`src/dpbt_pkg.sv`:
```
`default_nettype none

package dpbt_pkg;

    // Field widths fixed by the interface.
    localparam int SAMPLE_BITS    = 12;
    localparam int MV_BITS        = 12;
    localparam int DENSITY_BITS   = 10;
    localparam int WINDOW_BITS    = 8;
    localparam int COEF_BITS      = 16;
    localparam int CFG_INDEX_BITS = 4;
    localparam int CFG_DATA_BITS  = 16;

    // Default fraction width of the baseline in millivolts.
    localparam int FRAC_BITS_DEFAULT = 16;

    // Conversion and filter constants.
    localparam int MV_FULL     = 2600;
    localparam int MV_RESET    = 900;
    localparam int FULL_SCALE  = (1 << SAMPLE_BITS) - 1;
    localparam int COEF_SHIFT  = 16;
    localparam int DIV5_RECIP  = 13108;
    localparam int DIV5_SHIFT  = 16;
    localparam int DENSITY_MAX = 520;

    // Register reset values.
    localparam logic [WINDOW_BITS-1:0] WINDOW_RESET = 8'd20;
    localparam logic [COEF_BITS-1:0]   COEF_RESET   = 16'd66;

    // Register indexes on the configuration port.
    localparam logic [CFG_INDEX_BITS-1:0] CFG_WINDOW_LENGTH = 4'd0;
    localparam logic [CFG_INDEX_BITS-1:0] CFG_DECAY_COEF    = 4'd1;

    // Input word.
    typedef struct packed {
        logic [SAMPLE_BITS-1:0] adc_sample;
        logic                   sample_ok;
    } in_word_t;

    // Result word.
    typedef struct packed {
        logic [DENSITY_BITS-1:0] density_ugm3;
        logic                    reading_valid;
        logic [MV_BITS-1:0]      baseline_mv;
    } out_word_t;

    // Sequencer of the window-end arithmetic.
    typedef enum logic [2:0] {
        CALC_IDLE,
        CALC_MUL,
        CALC_DIV,
        CALC_DECAY,
        CALC_UPDATE,
        CALC_DENS,
        CALC_DONE
    } calc_state_t;

    // Controls from the top level to the arithmetic unit.
    typedef struct packed {
        logic start;
        logic take;
    } calc_ctrl_t;

    // Status from the arithmetic unit to the top level.
    typedef struct packed {
        logic busy;
        logic done;
    } calc_status_t;

endpackage

`default_nettype wire

```
`src/dpbt_calc.sv`:
```
`default_nettype none

module dpbt_calc
    import dpbt_pkg::*;
#(
    parameter int FRAC_BITS = FRAC_BITS_DEFAULT
)
(
    input  wire logic                   clk,
    input  wire logic                   rst_n,
    input  wire calc_ctrl_t             ctrl,
    input  wire logic [SAMPLE_BITS-1:0] peak,
    input  wire logic [COEF_BITS-1:0]   coef,
    output calc_status_t                status,
    output out_word_t                   result
);

    localparam int BW  = MV_BITS + FRAC_BITS;
    localparam int QW  = BW;
    localparam int PW  = SAMPLE_BITS + MV_BITS;
    localparam int NW  = PW + FRAC_BITS;
    localparam int FOLD_STEPS = 5;
    localparam int CW  = $clog2(FOLD_STEPS);
    localparam int DW  = BW + COEF_BITS;
    localparam int EW  = MV_BITS + DIV5_SHIFT;

    localparam logic [BW-1:0] BASE_RESET = BW'(MV_RESET) << FRAC_BITS;
    localparam logic [NW-1:0] ROUND_HALF = NW'(FULL_SCALE / 2);

    calc_state_t              state_reg, state_next;
    logic [CW-1:0]            count_reg, count_next;
    logic [SAMPLE_BITS-1:0]   peak_reg, peak_next;
    logic [NW-1:0]            rem_reg, rem_next;
    logic [QW-1:0]            quo_reg, quo_next;
    logic [BW-1:0]            baseline_reg, baseline_next;
    logic [DW-1:0]            dprod_reg, dprod_next;
    logic [EW-1:0]            eprod_reg, eprod_next;
    logic                     valid_reg, valid_next;

    logic [PW-1:0]            mv_prod;
    logic [NW-1:0]            numer;
    logic [QW-1:0]            fold_hi;
    logic [SAMPLE_BITS-1:0]   fold_lo;
    logic [BW-1:0]            excess;

    // Shared pieces of the datapath.
    always_comb
    begin
        mv_prod  = PW'(peak_reg) * PW'(MV_FULL);
        numer    = {mv_prod, {FRAC_BITS{1'b0}}} + ROUND_HALF;
        fold_hi  = rem_reg[NW-1:SAMPLE_BITS];
        fold_lo  = rem_reg[SAMPLE_BITS-1:0];
        excess   = quo_reg - baseline_reg;
    end

    // Next state of the sequencer.
    always_comb
    begin
        state_next = state_reg;
        case (state_reg)
            CALC_IDLE:
            begin
                if (ctrl.start)
                begin
                    state_next = (peak == '0) ? CALC_DONE : CALC_MUL;
                end
            end
            CALC_MUL:    state_next = CALC_DIV;
            CALC_DIV:
            begin
                if (count_reg == '0)
                begin
                    state_next = CALC_DECAY;
                end
            end
            CALC_DECAY:  state_next = CALC_UPDATE;
            CALC_UPDATE: state_next = CALC_DENS;
            CALC_DENS:   state_next = CALC_DONE;
            CALC_DONE:
            begin
                if (ctrl.take)
                begin
                    state_next = CALC_IDLE;
                end
            end
            default:     state_next = CALC_IDLE;
        endcase
    end

    // Datapath register updates, one step per state.
    always_comb
    begin
        count_next    = count_reg;
        peak_next     = peak_reg;
        rem_next      = rem_reg;
        quo_next      = quo_reg;
        baseline_next = baseline_reg;
        dprod_next    = dprod_reg;
        eprod_next    = eprod_reg;
        valid_next    = valid_reg;
        case (state_reg)
            CALC_IDLE:
            begin
                if (ctrl.start)
                begin
                    peak_next  = peak;
                    valid_next = peak != '0;
                    eprod_next = '0;
                end
            end
            CALC_MUL:
            begin
                // The whole numerator starts as the remainder, the quotient at zero.
                rem_next   = numer;
                quo_next   = '0;
                count_next = CW'(FOLD_STEPS - 1);
            end
            CALC_DIV:
            begin
                // Full scale is one below a power of two, so the upper part of the
                // remainder moves into the quotient and is added back to the lower
                // part. Once nothing is left above, a remainder equal to full scale
                // gives one more quotient step.
                if (fold_hi != '0)
                begin
                    quo_next = quo_reg + fold_hi;
                    rem_next = NW'(fold_hi) + NW'(fold_lo);
                end
                else if (fold_lo == SAMPLE_BITS'(FULL_SCALE))
                begin
                    quo_next = quo_reg + 1'b1;
                    rem_next = '0;
                end
                count_next = count_reg - 1'b1;
            end
            CALC_DECAY:
            begin
                // Weight the gap only when the reading lies below the baseline.
                if (quo_reg < baseline_reg)
                begin
                    dprod_next = DW'(baseline_reg - quo_reg) * DW'(coef);
                end
                else
                begin
                    dprod_next = '0;
                end
            end
            CALC_UPDATE:
            begin
                baseline_next = baseline_reg - dprod_reg[COEF_SHIFT +: BW];
            end
            CALC_DENS:
            begin
                // Divide the whole millivolts of the excess by five.
                if (quo_reg > baseline_reg)
                begin
                    eprod_next = EW'(excess[FRAC_BITS +: MV_BITS]) * EW'(DIV5_RECIP);
                end
                else
                begin
                    eprod_next = '0;
                end
            end
            default:
            begin
                count_next = count_reg;
            end
        endcase
    end

    // Outputs toward the top level.
    always_comb
    begin
        status.busy          = state_reg != CALC_IDLE;
        status.done          = state_reg == CALC_DONE;
        result.density_ugm3  = eprod_reg[DIV5_SHIFT +: DENSITY_BITS];
        result.reading_valid = valid_reg;
        result.baseline_mv   = baseline_reg[FRAC_BITS +: MV_BITS];
    end

    // Control state and baseline.
    always_ff @(posedge clk or negedge rst_n)
    begin
        if (!rst_n)
        begin
            state_reg    <= CALC_IDLE;
            count_reg    <= '0;
            baseline_reg <= BASE_RESET;
        end
        else
        begin
            state_reg    <= state_next;
            count_reg    <= count_next;
            baseline_reg <= baseline_next;
        end
    end

    // Working registers.
    always_ff @(posedge clk)
    begin
        peak_reg  <= peak_next;
        rem_reg   <= rem_next;
        quo_reg   <= quo_next;
        dprod_reg <= dprod_next;
        eprod_reg <= eprod_next;
        valid_reg <= valid_next;
    end

endmodule

`default_nettype wire

```
`src/dust_peak_baseline_tracker_unit.sv`:
```
`default_nettype none

// Dust sensor peak and baseline tracker.
// The input channel (in_valid, in_stall, in_data) takes one converter word per
// sensor pulse. Each word fills one slot of the peak window, whether or not its
// conversion succeeded. A word that does not close the window is taken while
// the arithmetic is idle and gives no result. A word that closes the window
// starts the window-end arithmetic, and in_stall stays high until its result is
// handed to the output register. The division by full scale runs as five fold
// steps. The output channel (out_valid, out_stall, out_data) carries one result
// word per window. While the receiver stalls, the result holds in the output
// register, and sample words are still taken until one closes the window. The
// configuration channel (cfg_valid, cfg_ready, cfg_index, cfg_data) is always
// ready; the user must write it only while the block is idle, as the block
// itself does not enforce this. Reset clears the window, loads the default
// window length and decay weight, and sets the clean-air baseline to 900 mV.

module dust_peak_baseline_tracker_unit
    import dpbt_pkg::*;
#(
    parameter int FRAC_BITS = FRAC_BITS_DEFAULT
)
(
    input  wire logic                      clk,
    input  wire logic                      rst_n,
    input  wire logic                      in_valid,
    output logic                           in_stall,
    input  wire in_word_t                  in_data,
    output logic                           out_valid,
    input  wire logic                      out_stall,
    output out_word_t                      out_data,
    input  wire logic                      cfg_valid,
    output logic                           cfg_ready,
    input  wire logic [CFG_INDEX_BITS-1:0] cfg_index,
    input  wire logic [CFG_DATA_BITS-1:0]  cfg_data
);

    logic [WINDOW_BITS-1:0] window_len_reg;
    logic [COEF_BITS-1:0]   coef_reg;
    logic [SAMPLE_BITS-1:0] peak_reg, peak_next;
    logic [WINDOW_BITS-1:0] slot_reg, slot_next;
    logic                   out_valid_reg;
    out_word_t              out_data_reg;

    logic                   in_accept;
    logic [SAMPLE_BITS-1:0] peak_new;
    logic [WINDOW_BITS:0]   len_eff;
    logic [WINDOW_BITS:0]   slot_plus;
    logic                   window_end;
    calc_ctrl_t             ctrl;
    calc_status_t           status;
    out_word_t              result;

    // Window-end arithmetic.
    dpbt_calc #(
        .FRAC_BITS (FRAC_BITS)
    ) u_calc (
        .clk    (clk),
        .rst_n  (rst_n),
        .ctrl   (ctrl),
        .peak   (peak_new),
        .coef   (coef_reg),
        .status (status),
        .result (result)
    );

    // Window bookkeeping for the current word.
    always_comb
    begin
        in_accept  = in_valid && !in_stall;
        peak_new   = (in_data.sample_ok && (in_data.adc_sample > peak_reg))
                     ? in_data.adc_sample : peak_reg;
        len_eff    = (window_len_reg == '0) ? (WINDOW_BITS + 1)'(1)
                                            : {1'b0, window_len_reg};
        slot_plus  = {1'b0, slot_reg} + 1'b1;
        window_end = !(slot_plus < len_eff);
        peak_next  = peak_reg;
        slot_next  = slot_reg;
        if (in_accept)
        begin
            if (window_end)
            begin
                peak_next = '0;
                slot_next = '0;
            end
            else
            begin
                peak_next = peak_new;
                slot_next = slot_plus[WINDOW_BITS-1:0];
            end
        end
    end

    // Handshake glue.
    always_comb
    begin
        in_stall   = status.busy;
        cfg_ready  = 1'b1;
        ctrl.start = in_accept && window_end;
        ctrl.take  = status.done && (!out_valid_reg || !out_stall);
        out_valid  = out_valid_reg;
        out_data   = out_data_reg;
    end

    // Configuration registers.
    always_ff @(posedge clk or negedge rst_n)
    begin
        if (!rst_n)
        begin
            window_len_reg <= WINDOW_RESET;
            coef_reg       <= COEF_RESET;
        end
        else if (cfg_valid && cfg_ready)
        begin
            case (cfg_index)
                CFG_WINDOW_LENGTH: window_len_reg <= cfg_data[WINDOW_BITS-1:0];
                CFG_DECAY_COEF:    coef_reg       <= cfg_data[COEF_BITS-1:0];
                default:           window_len_reg <= window_len_reg;
            endcase
        end
    end

    // Window state and output valid.
    always_ff @(posedge clk or negedge rst_n)
    begin
        if (!rst_n)
        begin
            peak_reg      <= '0;
            slot_reg      <= '0;
            out_valid_reg <= 1'b0;
        end
        else
        begin
            peak_reg <= peak_next;
            slot_reg <= slot_next;
            if (ctrl.take)
            begin
                out_valid_reg <= 1'b1;
            end
            else if (!out_stall)
            begin
                out_valid_reg <= 1'b0;
            end
        end
    end

    // Output word register.
    always_ff @(posedge clk)
    begin
        if (ctrl.take)
        begin
            out_data_reg <= result;
        end
    end

    // A finished result with a free output register shows up next cycle.
    assert property (@(posedge clk) disable iff (!rst_n)
        ctrl.take |=> out_valid && (out_data == $past(result)))
        else $error("finished result not moved to the output register");

    // The baseline only decays from its reset value.
    assert property (@(posedge clk) disable iff (!rst_n)
        out_valid |-> (out_data.baseline_mv <= MV_BITS'(MV_RESET)))
        else $error("baseline rose above its reset value");

    // Density stays in range and is zero for an empty window.
    assert property (@(posedge clk) disable iff (!rst_n)
        out_valid |-> (out_data.density_ugm3 <= DENSITY_BITS'(DENSITY_MAX))
                      && (out_data.reading_valid || (out_data.density_ugm3 == '0)))
        else $error("density out of range");

    // A new window cannot start while the arithmetic is still at work.
    assert property (@(posedge clk) disable iff (!rst_n)
        status.busy && !status.done |=> !$past(ctrl.start) || status.busy)
        else $error("arithmetic unit restarted while busy");

endmodule

`default_nettype wire

```
`config.mk`:
```
export PLATFORM = sky130hd
export DESIGN_NAME = dust_peak_baseline_tracker_unit
export DESIGN_NICKNAME = d
export VERILOG_FILES = /design/src/dpbt_pkg.sv /design/src/dpbt_calc.sv /design/src/dust_peak_baseline_tracker_unit.sv
export SDC_FILE = /design/constraint.sdc
export NUM_CORES = 2
export LEC_CHECK = 0
export BUFFER_PORTS_ARGS = -buffer_cell sky130_fd_sc_hd__buf_2
export CORE_MARGIN = 1
export CORE_UTILIZATION = 50
export CTS_BUF_LIST = sky130_fd_sc_hd__clkbuf_16
export CTS_CLUSTER_DIAMETER = 40
export CTS_CLUSTER_SIZE = 24
export DETAILED_ROUTE_END_ITERATION = 16
export PLACE_DENSITY_LB_ADDON = 0.3
export SLEW_MARGIN = 0
export SYNTH_ARGS = -nofsm -noshare
export SYNTH_HDL_FRONTEND = slang
export SYNTH_SLANG_ARGS = --single-unit
```
`constraint.sdc`:
```
create_clock -name clk -period 10.58 [get_ports clk]
set_input_delay 2.116 -clock clk [delete_from_list [all_inputs] [get_ports clk]]
set_output_delay 2.116 -clock clk [all_outputs]
set_load 0.03 [all_outputs]
```
---- Word-level counts from Yosys, hierarchy flattened ----
Index checks and enable logic that the tools add are counted.
word-level totals
  register bits after elaboration ......... 253
  output and inout port bits .............. 26
  logic and storage cells ................. 92
cells by class
  add/subtract/negate cells ............... 9
  multipliers ............................. 3
  magnitude comparators ................... 4
  equality and inequality tests ........... 13
  mux-type cells .......................... 21
  reductions and logical operators ........ 25
operators by type and width
  kind                      count
  $mux W40                  2
  $pmux W40 S2              1
  $mux W28                  2
  $pmux W28 S2              1
  $sub A28 B28 Y28          2
  $mux W26                  2
  $pmux W26 S2              1
  $mul A44 B16 Y44          1
  $add A40 B11 Y40 const B  1
  $add A28 B12 Y29          1
  $sub A28 B28 Y29          1
  $add A28 B1 Y28 const B   1
  $add A28 B28 Y28          1
  $gt A28 B28 Y1            1
  $lt A28 B28 Y1            1
  $reduce_bool A28 Y1       1
  $mul A12 B12 Y24 const B  1
  $mux W12                  2
  $mul A12 B9 Y21 const B   1
  $pmux W3 S7               1
  $mux W8                   2
  $eq A12 B12 Y1 const B    1
  $gt A12 B12 Y1            1
  $logic_not A12 Y1         1
  24 further kinds          45

---- Logic depth before layout (Yosys ltp) ----
  word-level depth ........................ 7
  gate-level depth with buffers ........... 39

---- By module ----
From an unflattened synthesis, not the netlist that was laid out.
unflattened totals
  cell total of the unflattened synthesis .. 3,803
  area, all modules ....................... 34,978.5 um2
modules (own cells, without submodules)
  module                           times used  cells an instance  area each (um2)  seq. area each (um2)
  dpbt_calc                        1           3,541              31,756.7         4,429.2
  dust_peak_baseline_tracker_unit  1           262                3,221.8          1,821.7

---- Worst setup path after synthesis ----
No wires, ideal clock.
  kind .................................... flip-flop to flip-flop
  start point ............................. register u_calc.baseline_reg[0]
  end point ............................... register u_calc.dprod_reg[37] (data pin)
  library setup time ...................... 0.260 ns
  arrival ................................. 8.167 ns
  data required time ...................... 10.320 ns
  setup slack ............................. 2.153 ns
  stages on the path, launching flop included .. 35
  path buffers ............................ 1
  clock period less this slack ............ 8.427 ns
  path through ............................ dfrtp_1 inv_1 ha_1 inv_1 fa_1 a21o_1 a21oi_1 o21bai_1 a21oi_2 o21ai_4 a211oi_2 nor2_1 xnor2_1 clkbuf_1 nand2_1 fa_1 fa_1 fa_1 inv_1 fa_1 fa_1 inv_1 fa_1 inv_1 ha_1 a21o_1 a21o_1 a2111oi_0 a211oi_1 o21ai_2 a21oi_2 or3_1 a21o_1 a211oi_1 nor3_1
between the ends
  word-level cells in the longest chain between the ends .. 2
  elaborated cells between the ends (all ways) .. 3
  classes of those cells .................. add/sub (1); mul (1); order compare (1)
RTL lines
  item                    RTL line          source
  from (decl)             dpbt_calc.sv:35   logic [BW-1:0] baseline_reg, baseline_next;
  from (signal assigned)  dpbt_calc.sv:194  baseline_reg <= baseline_next;
  $sub A28 B28 Y29        dpbt_calc.sv:141  dprod_next = DW'(baseline_reg - quo_reg) * DW'(coef);
  $mul A44 B16 Y44        dpbt_calc.sv:141
  to (signal assigned)    dpbt_calc.sv:204  dprod_reg <= dprod_next;
  to (decl)               dpbt_calc.sv:36   logic [DW-1:0] dprod_reg, dprod_next;
Parallel ways exist; a longest one is shown, timed or not.
A chain may end at the register's enable or synchronous reset.

---- Worst setup path after layout ----
  start point ............................. register u_calc.baseline_reg[1]
  end point ............................... register u_calc.dprod_reg[37] (data pin)
The elaborated chain is that of the path after synthesis.

==> flow_summary.json <==
{
  "status": "finished, final reports clean",
  "critPathMostFrequentCell": "fa_1",
  "io_buffers": 62,
  "skew_ns": 0.03003,
  "die_x_um": 264.1,
  "syn_area_per_cell_um2": 9.302,
  "top_level_ports": 64,
  "max_cap_violations": 0,
  "synth_top_family_by_area": "adder cells",
  "wl_per_cell_um": 17.69,
  "syn_nets": 4580,
  "arrival_ns": 9.92,
  "synth_top_area_share_pct": 28.67,
  "crit_fanout": 16,
  "post-route-util_pct": 55.04,
  "cpPeakStageDelay_ns": 0.63,
  "cts_tree": "done",
  "setup_violations": 0,
  "synthesis.area_um2": 34360,
  "synth-xor-area-share_pct": 3.947,
  "synth-simple-area-share_pct": 14.40,
  "dr.pass1.iters": 5,
  "postRouteAntennaNets": 0,
  "hp-class": "flop to flop",
  "synth-adder-area-share_pct": 41.63,
  "synthesis.instances": 3694,
  "synth_edf_count": 142,
  "r2r_slack_ns": 0.94,
  "reg2reg_depth": 32,
  "post_cts_buffers": 0,
  "diodes": 0,
  "drc": 0,
  "max_freq_ghz": 0.1037,
  "rows": 95,
  "holdPathStages": 0,
  "r2r_end": "u_calc.dprod_reg[37]$_SDFFCE_PN0P_",
  "yosysWarnings": 0,
  "min_period_ns": 9.639,
  "cts.path.max_buffers": 3,
  "clk_latency_ns": 0.60,
  "grt_util_all_layers_pct": 24.73,
  "dp_hpwl_mm": 62.90,
  "finalCritPeriodShare_pct": 91.11,
  "finalWorstSetupSlack_ns": 0.9406,
  "ys_types": 94,
  "rsz0062_at_grt": "no",
  "cts-root-buf": "clkbuf_16",
  "drt_wl_total_mm": 81.53,
  "cp_slowest_cell": "a21oi_4",
  "synth.mux.area_fraction_pct": 1.773,
  "synth_compound_area_share_pct": 10.62,
  "die_area_um2": 69770,
  "ys_top_cells_by_area": "fa_1 (29%), ha_1 (13%), edfxtp_1 (12%)",
  "worst_slew_pin_slew_ns": 1.094,
  "crit_path_end_kind": "flop",
  "gp_congestion": 0.8911,
  "grt_max_degree": 66,
  "grt_pass1_wl_mm": 137.8,
  "yosysTopAreaCell": "fa_1",
  "tns_ns": 0,
  "clk_pin_slew_worst_paths_ns": 0.06,
  "hold_start": "u_calc.eprod_reg[17]$_SDFFCE_PP0P_",
  "cts_inserted_buffers": 48,
  "core_area_um2": 67630,
  "crit_family": "compound AO/OA/AOI/OAI gates",
  "cp.required_ns": 10.86,
  "hold_viol": 0,
  "fin_hold_ws_ns": 0.4059,
  "largest_reg_flops": 40,
  "r2r-start": "u_calc.baseline_reg[1]$_DFFE_PN0P_",
  "cts_max_level": 2,
  "grt_overflow": 0,
  "hold_buffers": 0,
  "first_global_vias": 26690,
  "layout-drive-gt1-share_pct": 7.921,
  "area_growth_pct": 8.335,
  "fin_nets": 4583,
  "ys_async_sr_fraction_pct": 35.75,
  "post_drt_via_cell_ratio": 5.441,
  "seq_area_frac_synth_pct": 18.19,
  "antenna_found_initial": 2,
  "vias": 25080,
  "timing.slew.headroom_pct": 27.04,
  "cp-start-kind": "flop",
  "critPathKind": "flop to flop",
  "die_y_um": 264.1,
  "initial_core_util_pct": 50.80,
  "cts-resized-gates": 0,
  "place_ws_ns": 1.021,
  "cts.sinks": 221,
  "cp.buffers_inverters": 4,
  "drv_slew": 0,
  "ys_ff_latch": 221,
  "ys.flop_type": "edfxtp_1",
  "drtIter0Drc": 1424,
  "whs_endpoint": "out_data[14]$_DFFE_PP_"
}
-- synth_stat cells (54+ instances only) --
master    number
nand2_1      417
ha_1         356
clkbuf_1     140
xnor2_1       99
edfxtp_1     142
a21o_1        81
o21ai_0      134
inv_1        686
fa_1         492
dfrtp_1       71
and2_1       160
a21oi_1      141
nor2_1       134
xor2_1        54
nor3_1        60
-- layout make-up --
cell class,count,area [um2]
fill,5997,30410
multi-input combinational,2626,24920
sequential,221,6252
inverter,686,2575
clock buffer,48,1201
tap,873,1092
timing repair buffer,114,703.2
clock inverter,42,478.0
-- worst reg2reg max path, delay by kind of cell, from the launching register on --
kind | cells | cell delay [ns]
AOI/OAI and AO/OA | 16 | 3.99
adders and majority gates | 8 | 3.60
buffers and inverters | 4 | 0.26
DFF | 1 | 0.44
muxes | 1 | 0.44
and+or+nand+nor | 3 | 0.64
-- worst max path at each step --
stage | from | end | slack [ns] | cells past startpoint
global route | u_calc.baseline_reg[1]$_DFFE_PN0P_ | u_calc.dprod_reg[43]$_SDFFCE_PN0P_ | 0.38 | 32
finish | u_calc.baseline_reg[1]$_DFFE_PN0P_ | u_calc.dprod_reg[37]$_SDFFCE_PN0P_ | 0.94 | 32
floorplan | u_calc.baseline_reg[0]$_DFFE_PN0P_ | u_calc.dprod_reg[37]$_SDFFCE_PN0P_ | 2.15 | 34
CTS | u_calc.baseline_reg[1]$_DFFE_PN0P_ | u_calc.dprod_reg[37]$_SDFFCE_PN0P_ | 0.96 | 32
detailed placement | u_calc.baseline_reg[1]$_DFFE_PN0P_ | u_calc.dprod_reg[37]$_SDFFCE_PN0P_ | 1.02 | 32
global placement | u_calc.baseline_reg[1]$_DFFE_PN0P_ | u_calc.dprod_reg[37]$_SDFFCE_PN0P_ | 1.22 | 32
-- cell usage in the layout (no fill, tap or decap), types with 18 or more instances in the layout --
| cell | instances |
|---|---|
| buf_2 | 61 |
| o21a_1 | 34 |
| xor2_1 | 54 |
| nor3_1 | 59 |
| nand2_1 | 416 |
| clkbuf_16 | 48 |
| mux2_2 | 31 |
| nor4_1 | 18 |
| inv_1 | 689 |
| a21oi_1 | 141 |
| xnor2_1 | 99 |
| fa_1 | 492 |
| buf_4 | 53 |
| o21bai_1 | 29 |
| nor2b_1 | 33 |
| dfrtp_1 | 70 |
| a21o_1 | 81 |
| and2_1 | 160 |
| nand3_1 | 38 |
| nand2b_1 | 46 |
| edfxtp_1 | 142 |
| ha_1 | 356 |
| o21ai_0 | 134 |
| nor2_1 | 130 |
| nand4_1 | 25 |
-- per-layer routing --
| layer | wire (um) | share of wire [%] | vias up | global-route usage (%) |
|---|---|---|---|---|
| li1 | - | - | 11880 | - |
| met1 | 35650 | 44 | 12450 | 32.89 |
| met2 | 38360 | 47 | 581 | 40.85 |
| met3 | 4696 | 5.8 | 176 | 3.943 |
| met4 | 2819 | 3.5 | 0 | 8.831 |
| met5 | 0 | 0 | - | 0 |
-- cell families (layout without fill, tap and decap cells) --
family	Yosys count	count (layout)
AOI/OAI and AO/OA	554	554
xor gates and xnor gates	154	154
adders and majority gates	848	848
buffers and inverters	847	890
DFF	221	221
muxes	54	54
other	1	1
and+or+nand+nor	1015	1015
-- per-stage QoR --
stage / area (um2) / std cells
5_1_grt: 37220 / 4610
6_report: 37220 / 4610
3_3_place_gp: 35550 / 4520
4_1_cts: 37220 / 4610
2_1_floorplan: 34360 / 3694
3_5_place_dp: 35550 / 4520
Power is left out: the tool's default activity adds up to more than one toggle a clock period on the data nets, which glitch-free logic cannot reach.
